===== src/design/tkcl_pkg.sv =====
// Package with shared constants, codes and types of the top-k count list.
`default_nettype none
package tkcl_pkg;

	localparam int TOP_DEPTH = 8;
	localparam int IDX_W     = (TOP_DEPTH > 1) ? $clog2(TOP_DEPTH) : 1;
	localparam int FILL_W    = $clog2(TOP_DEPTH + 1);
	// Wide enough for any index or fill value over the whole depth range.
	localparam int EXT_W     = 8;

	localparam int KEY_W    = 48;
	localparam int COUNT_W  = 32;
	localparam int POS_W    = 3;
	localparam int STATUS_W = 3;
	localparam int LEVEL_W  = 4;

	localparam logic REQ_OFFER = 1'b0;
	localparam logic REQ_READ  = 1'b1;

	typedef enum logic [STATUS_W-1:0] {
		ST_PRESENT  = 3'd0,
		ST_INSERTED = 3'd1,
		ST_REPLACED = 3'd2,
		ST_REJECTED = 3'd3,
		ST_READ_OK  = 3'd4,
		ST_READ_EMP = 3'd5
	} status_t;

	// Broadcast from the control to every cell of the row.
	typedef struct packed {
		logic               ins;
		logic [KEY_W-1:0]   key;
		logic [COUNT_W-1:0] count;
	} bcast_t;

endpackage
`default_nettype wire


===== src/design/top_k_count_list.sv =====
// Top level of the top-k count list: control, result register and the cell row.
//
//   channel | signals                                        | dir
//   input   | in_valid in_ready req_type offer_key offer_count read_index | in
//   output  | out_valid out_ready status position entry_key entry_count fill_level | out
//
// Every request is handled in the cycle it is accepted; its result is registered
// and shows in the next cycle, so a request can be taken every cycle unless a result waits for out_ready.
// The key compare and count compare run in all cells at once; the row shifts in one step.
// A result waiting for out_ready holds in_ready low only while the register is full.
// Reset clears the fill count and the result valid; stored entries and result fields need no reset.
`default_nettype none
module top_k_count_list (
	input  wire logic                              clk,
	input  wire logic                              arst_n,
	input  wire logic                              in_valid,
	output logic                                   in_ready,
	input  wire logic                              req_type,
	input  wire logic [tkcl_pkg::KEY_W-1:0]        offer_key,
	input  wire logic [tkcl_pkg::COUNT_W-1:0]      offer_count,
	input  wire logic [tkcl_pkg::POS_W-1:0]        read_index,
	output logic                                   out_valid,
	input  wire logic                              out_ready,
	output logic      [tkcl_pkg::STATUS_W-1:0]     status,
	output logic      [tkcl_pkg::POS_W-1:0]        position,
	output logic      [tkcl_pkg::KEY_W-1:0]        entry_key,
	output logic      [tkcl_pkg::COUNT_W-1:0]      entry_count,
	output logic      [tkcl_pkg::LEVEL_W-1:0]      fill_level
);

	logic                                 out_valid_q;
	logic [tkcl_pkg::FILL_W-1:0]          fill_q;
	logic [tkcl_pkg::STATUS_W-1:0]        status_q;
	logic [tkcl_pkg::POS_W-1:0]           position_q;
	logic [tkcl_pkg::KEY_W-1:0]           entry_key_q;
	logic [tkcl_pkg::COUNT_W-1:0]         entry_count_q;
	logic [tkcl_pkg::LEVEL_W-1:0]         fill_level_q;

	logic                                 accept;
	logic                                 full;
	logic                                 found;
	tkcl_pkg::bcast_t                     bcast;
	tkcl_pkg::status_t                    status_nxt;
	logic [tkcl_pkg::FILL_W-1:0]          fill_nxt;
	logic [tkcl_pkg::IDX_W-1:0]           match_pos;
	logic [tkcl_pkg::IDX_W-1:0]           ins_pos;
	logic [tkcl_pkg::EXT_W-1:0]           pos_ext;
	logic [tkcl_pkg::EXT_W-1:0]           ridx_ext;
	logic [tkcl_pkg::KEY_W-1:0]           rd_key;
	logic [tkcl_pkg::COUNT_W-1:0]         rd_count;

	logic [tkcl_pkg::TOP_DEPTH-1:0]       valid_vec;
	logic [tkcl_pkg::TOP_DEPTH-1:0]       ge_vec;
	logic [tkcl_pkg::TOP_DEPTH-1:0]       match_vec;
	logic [tkcl_pkg::TOP_DEPTH-1:0]       first_vec;
	logic [tkcl_pkg::KEY_W-1:0]           cell_key   [tkcl_pkg::TOP_DEPTH];
	logic [tkcl_pkg::COUNT_W-1:0]         cell_count [tkcl_pkg::TOP_DEPTH];

	assign in_ready = !out_valid_q || out_ready;
	assign accept   = in_valid && in_ready;
	assign full     = (fill_q == tkcl_pkg::FILL_W'(tkcl_pkg::TOP_DEPTH));
	assign found    = |match_vec;

	for (genvar i = 0; i < tkcl_pkg::TOP_DEPTH; i++) begin : g_cell
		assign valid_vec[i] = (tkcl_pkg::EXT_W'(i) < tkcl_pkg::EXT_W'(fill_q));
		if (i == 0) begin : g_head
			tkcl_cell u_cell (
				.clk        (clk),
				.bcast      (bcast),
				.valid      (valid_vec[i]),
				.ge_left    (1'b1),
				.key_left   (bcast.key),
				.count_left (bcast.count),
				.key        (cell_key[i]),
				.count      (cell_count[i]),
				.ge         (ge_vec[i]),
				.match      (match_vec[i]),
				.first      (first_vec[i])
			);
		end else begin : g_body
			tkcl_cell u_cell (
				.clk        (clk),
				.bcast      (bcast),
				.valid      (valid_vec[i]),
				.ge_left    (ge_vec[i-1]),
				.key_left   (cell_key[i-1]),
				.count_left (cell_count[i-1]),
				.key        (cell_key[i]),
				.count      (cell_count[i]),
				.ge         (ge_vec[i]),
				.match      (match_vec[i]),
				.first      (first_vec[i])
			);
		end
	end

	// Keys in the list are unique and the counts are sorted, so both vectors
	// are one-hot at most and an OR of the indexes encodes them.
	always_comb begin
		match_pos = '0;
		ins_pos   = '0;
		rd_key    = '0;
		rd_count  = '0;
		ridx_ext  = tkcl_pkg::EXT_W'(read_index);
		for (int i = 0; i < tkcl_pkg::TOP_DEPTH; i++) begin
			if (match_vec[i]) begin
				match_pos = match_pos | tkcl_pkg::IDX_W'(i);
			end
			if (first_vec[i]) begin
				ins_pos = ins_pos | tkcl_pkg::IDX_W'(i);
			end
			if (ridx_ext == tkcl_pkg::EXT_W'(i)) begin
				rd_key   = cell_key[i];
				rd_count = cell_count[i];
			end
		end
	end

	always_comb begin
		bcast.key   = offer_key;
		bcast.count = offer_count;
		bcast.ins   = 1'b0;
		fill_nxt    = fill_q;
		pos_ext     = '0;
		if (req_type == tkcl_pkg::REQ_READ) begin
			pos_ext = ridx_ext;
			if (ridx_ext < tkcl_pkg::EXT_W'(fill_q)) begin
				status_nxt = tkcl_pkg::ST_READ_OK;
			end else begin
				status_nxt = tkcl_pkg::ST_READ_EMP;
			end
		end else if (found) begin
			status_nxt = tkcl_pkg::ST_PRESENT;
			pos_ext    = tkcl_pkg::EXT_W'(match_pos);
		end else if (!full) begin
			status_nxt = tkcl_pkg::ST_INSERTED;
			pos_ext    = tkcl_pkg::EXT_W'(ins_pos);
			bcast.ins  = accept;
			fill_nxt   = fill_q + tkcl_pkg::FILL_W'(1);
		end else if (!ge_vec[tkcl_pkg::TOP_DEPTH-1]) begin
			// The offer beats the last entry, which drops off the end of the row.
			status_nxt = tkcl_pkg::ST_REPLACED;
			pos_ext    = tkcl_pkg::EXT_W'(ins_pos);
			bcast.ins  = accept;
		end else begin
			status_nxt = tkcl_pkg::ST_REJECTED;
		end
	end

	always_ff @(posedge clk or negedge arst_n) begin
		if (!arst_n) begin
			out_valid_q <= 1'b0;
			fill_q      <= '0;
		end else begin
			if (accept) begin
				out_valid_q <= 1'b1;
				fill_q      <= fill_nxt;
			end else if (out_ready) begin
				out_valid_q <= 1'b0;
			end
		end
	end

	always_ff @(posedge clk) begin
		if (accept) begin
			status_q     <= status_nxt;
			position_q   <= pos_ext[tkcl_pkg::POS_W-1:0];
			fill_level_q <= tkcl_pkg::LEVEL_W'(tkcl_pkg::EXT_W'(fill_nxt));
			if (status_nxt == tkcl_pkg::ST_READ_OK) begin
				entry_key_q   <= rd_key;
				entry_count_q <= rd_count;
			end else begin
				entry_key_q   <= '0;
				entry_count_q <= '0;
			end
		end
	end

	assign out_valid   = out_valid_q;
	assign status      = status_q;
	assign position    = position_q;
	assign entry_key   = entry_key_q;
	assign entry_count = entry_count_q;
	assign fill_level  = fill_level_q;

	a_fill_range: assert property (@(posedge clk) disable iff (!arst_n)
		fill_q <= tkcl_pkg::FILL_W'(tkcl_pkg::TOP_DEPTH))
		else $error("fill level beyond list depth");

	a_keys_unique: assert property (@(posedge clk) disable iff (!arst_n)
		$onehot0(match_vec))
		else $error("offered key matches more than one entry");

	a_sorted_row: assert property (@(posedge clk) disable iff (!arst_n)
		$onehot0(first_vec))
		else $error("list counts are not in descending order");

	a_free_slot: assert property (@(posedge clk) disable iff (!arst_n)
		!full |-> (|first_vec))
		else $error("no insert place while a slot is free");

	a_fill_step: assert property (@(posedge clk) disable iff (!arst_n)
		accept && status_nxt == tkcl_pkg::ST_INSERTED |=>
		fill_q == $past(fill_q) + tkcl_pkg::FILL_W'(1))
		else $error("insert into a free slot did not grow the list");

endmodule
`default_nettype wire


===== src/design/tkcl_cell.sv =====
// One list cell: holds an entry, compares it with the offer, shifts or loads.
`default_nettype none
module tkcl_cell (
	input  wire logic                            clk,
	input  wire tkcl_pkg::bcast_t                bcast,
	input  wire logic                            valid,
	input  wire logic                            ge_left,
	input  wire logic [tkcl_pkg::KEY_W-1:0]      key_left,
	input  wire logic [tkcl_pkg::COUNT_W-1:0]    count_left,
	output logic      [tkcl_pkg::KEY_W-1:0]      key,
	output logic      [tkcl_pkg::COUNT_W-1:0]    count,
	output logic                                 ge,
	output logic                                 match,
	output logic                                 first
);

	logic [tkcl_pkg::KEY_W-1:0]   key_q;
	logic [tkcl_pkg::COUNT_W-1:0] count_q;

	assign ge    = valid && (count_q >= bcast.count);
	assign match = valid && (key_q == bcast.key);
	// The first cell whose entry sorts after the offer takes the new entry.
	assign first = ge_left && !ge;

	always_ff @(posedge clk) begin
		if (bcast.ins && first) begin
			key_q   <= bcast.key;
			count_q <= bcast.count;
		end else if (bcast.ins && !ge_left) begin
			key_q   <= key_left;
			count_q <= count_left;
		end
	end

	assign key   = key_q;
	assign count = count_q;

endmodule
`default_nettype wire

===== config.mk =====
export PLATFORM = sky130hd
export DESIGN_NAME = top_k_count_list
export DESIGN_NICKNAME = d
export VERILOG_FILES = /design/src/design/tkcl_pkg.sv /design/src/design/top_k_count_list.sv /design/src/design/tkcl_cell.sv
export SDC_FILE = /design/constraint.sdc
export NUM_CORES = 2
export LEC_CHECK = 0
export BUFFER_PORTS_ARGS = -buffer_cell sky130_fd_sc_hd__buf_2
export CORE_UTILIZATION = 60
export DETAILED_ROUTE_END_ITERATION = 7
export GPL_ROUTABILITY_DRIVEN = 0
export GPL_TIMING_DRIVEN = 0
export HOLD_SLACK_MARGIN = 0.05
export MAX_ROUTING_LAYER = met4
export PLACE_DENSITY = 0.75
export SLEW_MARGIN = 40
export SYNTH_ARGS = -nofsm -noshare
export SYNTH_HDL_FRONTEND = slang
export SYNTH_SLANG_ARGS = --single-unit

===== constraint.sdc =====
create_clock -name clk -period 11.25 [get_ports clk]
set_input_delay 1.125 -clock clk [delete_from_list [all_inputs] [get_ports clk]]
set_output_delay 1.125 -clock clk [all_outputs]
set_load 0.05 [all_outputs]

# Yosys cells after proc, flatten, opt, wreduce, memory -nomap -nowiden
# Cells that the tools add are included.
# word_totals
reg_bits	735
in_bits	88
out_inout_bits	92
# op_classes
add_sub_neg	1
n_lt_le_gt_ge	17
n_eq_ne	17
n_mux	76
reduce_logical	58
# ops
operator	n
two-way mux 48 bit	22
two-way mux 32 bit	22
== test 48 bit	8
>= comparator 32 bit	8
two-way mux 3 bit	13
logical AND 1 bit	38
< comparator 3 x 4 -> 1 bit, first input constant	4
nonzero test 2 bit	8
== test 3 bit, second input constant	5
two-way mux 2 bit	6
two-way mux 4 bit	3
two-way mux 1 bit	10
logical NOT 1 bit	9
< comparator 1 x 4 -> 1 bit, first input constant	2
< comparator 2 x 4 -> 1 bit, first input constant	2
OR reduction 8 bit	1
== test 3 x 2 -> 1 bit, second input constant	2
adder 4 x 1 -> 4 bit, second input constant	1
== test 4 bit, second input constant	1
< comparator 3 x 4 -> 1 bit	1
== test 3 x 1 -> 1 bit, second input constant	1
logical NOT 3 bit	1
logical OR 1 bit	1

# Logic depth before layout (Yosys ltp)
# depth
ltp_word	15
mapped_depth	13
ltp_nobuf	10

# By module
# Synthesis repeated with hierarchy kept, for this count alone.
# unflattened
hier_cells	3745
area_unflattened_um2	47566.9
# modules_own_cells
module	instances	cells_each	area_each_um2	seq_area_each_um2
tkcl_cell (g_cell[0].g_head.u_cell ...)	7	358	4723.3	2402.3
top_k_count_list	1	887	9325.2	2827.7
tkcl_cell (g_cell[7].g_body.u_cell)	1	352	5178.7	2402.3

# Worst setup path before layout
# No wires, ideal clock.
# synth_path
path_type	input-to-reg
start	in out_ready
end	reg g_cell[6].g_body.u_cell.count_q (netlist bit g_cell[6].g_body.u_cell.count[0]), enable pin
setup_ps	545
t_arrival_ps	9502
t_required_ps	10705
setup_slack_ps	1204
cell_stages	6
path_buffers	1
cell_sequence	nand2b_1 nand2_1 inv_1 clkbuf_1 nand3_1 a21oi_1
# synth_via
elab_chain_cells	8
word_cells_on_any_way	9
classes_between	mux: 4; reduce/logical: 5
# synth_lines
element	line	rtl
from (decl)	top_k_count_list.sv:23	input wire logic out_ready,
logical OR 1 bit *	top_k_count_list.sv:59	assign in_ready = !out_valid_q || out_ready;
logical AND 1 bit *	top_k_count_list.sv:60	assign accept = in_valid && in_ready;
named net accept	top_k_count_list.sv:39	logic accept;
two-way mux 1 bit	top_k_count_list.sv:140	end else if (!ge_vec[tkcl_pkg::TOP_DEPTH-1]) begin
two-way mux 1 bit *	top_k_count_list.sv:135	end else if (!full) begin
two-way mux 1 bit *	top_k_count_list.sv:132	end else if (found) begin
two-way mux 1 bit *	top_k_count_list.sv:125	if (req_type == tkcl_pkg::REQ_READ) begin
logical AND 1 bit, on equally long branches	tkcl_cell.sv:29, tkcl_cell.sv:26	
nonzero test 2 bit (no line) *	n/a	
to (signal assigned)	tkcl_cell.sv:28	count_q <= bcast.count;
to (signal assigned)	tkcl_cell.sv:31	count_q <= count_left;
to (decl)	tkcl_cell.sv:18	logic [tkcl_pkg::COUNT_W-1:0] count_q;
# The timed path passes the listed nets; every way through them passes the cells marked *.
# A chain may end at the register's enable or synchronous reset.

# Worst setup path after layout
# layout_path
start	in offer_count[23] (netlist name)
end	reg g_cell[1].g_body.u_cell.count_q (netlist bit g_cell[1].g_body.u_cell.count[5]) (data pin)
# layout_via
elab_chain_cells	8
word_cells_on_any_way	14
classes_between	order compare: 3; mux: 5; reduce/logical: 6
# layout_lines
element	line	rtl
from (decl)	top_k_count_list.sv:20	input wire logic [tkcl_pkg::COUNT_W-1:0] offer_count,
>= comparator 32 bit	tkcl_cell.sv:20	assign ge = valid && (count_q >= bcast.count);
logical AND 1 bit	tkcl_cell.sv:20	
two-way mux 1 bit	top_k_count_list.sv:140	
two-way mux 1 bit	top_k_count_list.sv:135	
two-way mux 1 bit	top_k_count_list.sv:132	
two-way mux 1 bit	top_k_count_list.sv:125	
logical AND 1 bit *	tkcl_cell.sv:26	if (bcast.ins && first) begin
two-way mux 32 bit *	tkcl_cell.sv:26	
to (signal assigned)	tkcl_cell.sv:28	
to (signal assigned)	tkcl_cell.sv:31	
to (decl)	tkcl_cell.sv:18	
# Mark *: on every way between the ends. The rest lies on a longest branch, timed or not.

==> summary.txt <==
Status
  – Result of the run: finished with violations
  – Violations in the final reports: design-rule violations

STA
  – FMAX: 162.0 MHz
  – Worst slack on hold paths: 329.3 ps
  – Setup repair after global routing missed its margin: no
  – Count of final max-slew check failures: 0
  – Fin. Hold Viols: 0
  – Max-slew headroom: 0.2732
  – Setup-failing EPs final: 0
  – Ratio of final minimum period to clock period: 0.5486
  – Final setup skew: 32.44 ps
  – Transition time at the pin with the least slew margin: 1090 ps
  – Final min period: 6171 ps
  – Final total negative setup slack: 0 ps

Logic synthesis
  – Number of synthesized flops with an enable pin: 730
  – Portion of the post-synthesis area used by sequential elements: 0.4955
  – Avg Cell Area, Syn: 12.36 µm²
  – Net Count, Synth: 3,948
  – Synth area leader: edfxtp_1
  – Commonest register cell after synthesis: edfxtp_1
  – Area share of the largest cell type after synthesis: 0.4927
  – Yosys synthesis warning count: 0
  – Post-synth ARST share: 0.006803
  – Number of storage elements in the synthesis netlist: 735
  – Cell area after technology mapping: 0.04449 mm²
  – Post-Syn Instances: 3,600
  – Library cells used by synthesis: 62
  – Top cells by area in the synthesized netlist: edfxtp_1 (49%), mux2_2 (14%), ha_1 (7.3%)

Route
  – Pre-Repair DR Iteration Count: 8
  – Drt total wl: 175.2 mm
  – Routed vias: 36,140
  – Number of vias per cell after detailed routing: 7.251
  – Post-route DRC: 567
  – Initial DRC count: 7,201
  – Post-route antenna net violation count: 0
  – Wire per inst: 35.15 µm

Placed design
  – Placed cell count: 4,805
  – Cell area reported after detailed placement: 0.04807 mm²
  – HPWL reported at the end of detailed placement: 127.6 mm
  – Port Buffers: 179

GRT
  – Number of global-route vias before repair: 33,400
  – Sum of overflow across all layers after global routing: 0
  – First-pass GRT wire length: 242.4 mm
  – Antenna violations before repair: 29
  – All-Layer GR Usage: 0.4750
  – Largest net degree at the start of global routing: 38

Finish
  – Cell area after layout: 0.05084 mm²
  – Final net count: 4,279
  – Area grow syn2layout: 14.27%
  – Number of filler cells placed in the layout: 5,297
  – Proportion of layout cells with a drive suffix above 1: 0.2856
  – Post-route insts no fill: 4,984

Worst setup path
  – Worst R2R End: g_cell[1].g_body.u_cell.count[5]
  – Critical path peak fanout: 10
  – Data arrival time of the critical path: 6570 ps
  – Setup crit end kind: register
  – Capture point of the worst path: g_cell[1].g_body.u_cell.count[5]
  – Worst Path Class, Setup: input port to register
  – Source of the worst register-to-register timing path: g_cell[0].g_head.u_cell.count[22]
  – Startpoint type of the worst setup path: input port
  – Cell count of the worst reg-to-reg path: 11
  – Worst setup startpoint: offer_count[23]
  – Required time reported for the critical path endpoint: 11,650 ps
  – Worst reg-to-reg setup slack: 5620 ps

Worst hold path
  – Hold WC Path Type: input port to asynchronous set/reset pin

CTS
  – Clock latency of the later-clocked register in the worst-skew pair: 670 ps
  – Clock transition time at the flip-flop clock pins of the worst setup and hold paths: 70 ps
  – Root buf cell: clkbuf_16
  – Maximum buffer depth of the clock tree: 3
  – # clock sinks: 735
  – TritonCTS clock tree: done
  – CTS resizes: 0
  – Level count of the clock H-tree: 3
  – Setup Buffers After CTS: 0
  – Inserted Clock Buffers: 80
  – Post-CTS Hold Fix Bufs: 0

Floorplanning
  – Starting Density: 0.6078
  – Die Footprint: 0.07525 mm²
  – Horiz. Die Dim: 274.3 µm
  – Number of cell rows: 99
  – Top-Level Pins: 180
  – Vertical die dimension: 274.3 µm
  – Placeable core area: 0.07321 mm²

Power
  – Cell Pwr Density: 159.1 mW/mm²
  – Worst-case vdd ir drop: 0.1058 mV
  – Leakage: 18.93 nW

Job
  – Number of maximum-capacitance violations: 0
-- cell usage in the layout, fill, tap and decap left out, types with 89 or more instances in the layout --
cell type / instances
nand2_1: 124
clkbuf_1: 92
buf_2: 284
o21ai_0: 109
a22oi_1: 89
xor2_1: 286
xnor2_1: 98
mux2_2: 564
edfxtp_1: 730
ha_1: 260
a21oi_1: 280
nor2_1: 162
-- per-stage QoR --
stage	setup slack, ps	total power (W)	utilization
2_1_floorplan	1204	0.004502	-
3_3_place_gp	-5825	0.005182	0.6364
3_5_place_dp	5008	0.005266	0.6567
4_1_cts	5645	0.007901	0.6918
5_1_grt	5244	0.008171	0.6943
6_report	5079	0.008088	0.6945
-- power breakdown --
part	total, W	internal (W)	leakage [nW]	switching, W
logic	0.00191	0.000609	10.8	0.00130
registers	0.00346	0.00329	6.85	0.000162
clock network	0.00272	0.00154	1.24	0.00119
total	0.00809	0.00544	18.9	0.00265
-- critical path: stages --
cell	delay [ps]
buf_2	210
inv_1	250
ha_1	370
and4_1	240
nand4_1	260
or4_1	660
a31oi_1	710
o21ai_0	390
a21boi_0	380
nand4_1	730
buf_6	420
clkbuf_1	380
mux2_2	410
-- how the worst min path moves through the flow --
stage                     startpoint        end  slack (ps)  depth (start not counted)
after floorplan            fill_q[0]  fill_q[0]         510                          1
after global placement     out_valid  out_valid         520                          2
after detailed placement   out_valid  out_valid         560                          2
after CTS                     arst_n  fill_q[1]         330                          1
after global routing          arst_n  fill_q[2]         330                          1
final                         arst_n  fill_q[3]         330                          1
-- state kept, by name (all words and copies together) (netlist names), 4 cells and up --
register and count:
g_cell.g_body.u_cell.key 336, g_cell.g_body.u_cell.count 224, entry_key 48, g_cell.g_head.u_cell.key 48, entry_count 32, g_cell.g_head.u_cell.count 32, fill_level 4, fill_q 4
-- routing by layer --
layer / part of all wire / track usage / vias up
met5: 0 / - / -
met4: 0.077 / 0.2732 / 0
met3: 0.18 / 0.2309 / 864
met2: 0.39 / 0.6228 / 3503
met1: 0.35 / 0.5880 / 17300
li1: - / - / 14470
-- final cells by class --
| type | count | area, µm² | share of cell area |
|---|---|---|---|
| Tap cell | 959 | 1200 | 0.02360 |
| Inverter | 58 | 217.7 | 0.004282 |
| Clock buffer | 102 | 2158 | 0.04245 |
| Multi-Input combinational cell | 2547 | 21180 | 0.4166 |
| Antenna cell | 33 | 82.58 | 0.001624 |
| Sequential cell | 735 | 22050 | 0.4336 |
| Buffer | 260 | 1303 | 0.02562 |
| Timing Repair Buffer | 249 | 2242 | 0.04410 |
| Clock inverter | 41 | 409.1 | 0.008047 |
-- synth_stat cells (15+ instances only) --
library cell and number:
a21o_1 25, a21oi_1 282, a221oi_1 15, a22oi_1 89, and4_1 20, buf_1 20, buf_2 95, buf_4 15
clkbuf_1 120, edfxtp_1 730, ha_1 260, inv_1 57, mux2_2 564, mux2i_1 71, nand2_1 124, nand3_1 42
nand4_1 69, nor2_1 170, nor3_1 18, nor4_1 81, o21ai_0 110, o21bai_1 19, o221ai_1 29, o22ai_1 46
xnor2_1 99, xor2_1 289
-- logic make-up after synthesis --
logic type	after synthesis	synth area share
adder cells (fa/ha/maj)	260	0.07311
flip-flops	735	0.4955
buffers and inverters	318	0.03245
AND/OR/NAND/NOR	572	0.06445
XOR/XNOR	388	0.07638
multiplexers	652	0.1655
AO/OA/AOI/OAI	675	0.09257
No activity file was read; power rests on OpenSTA's default activity.
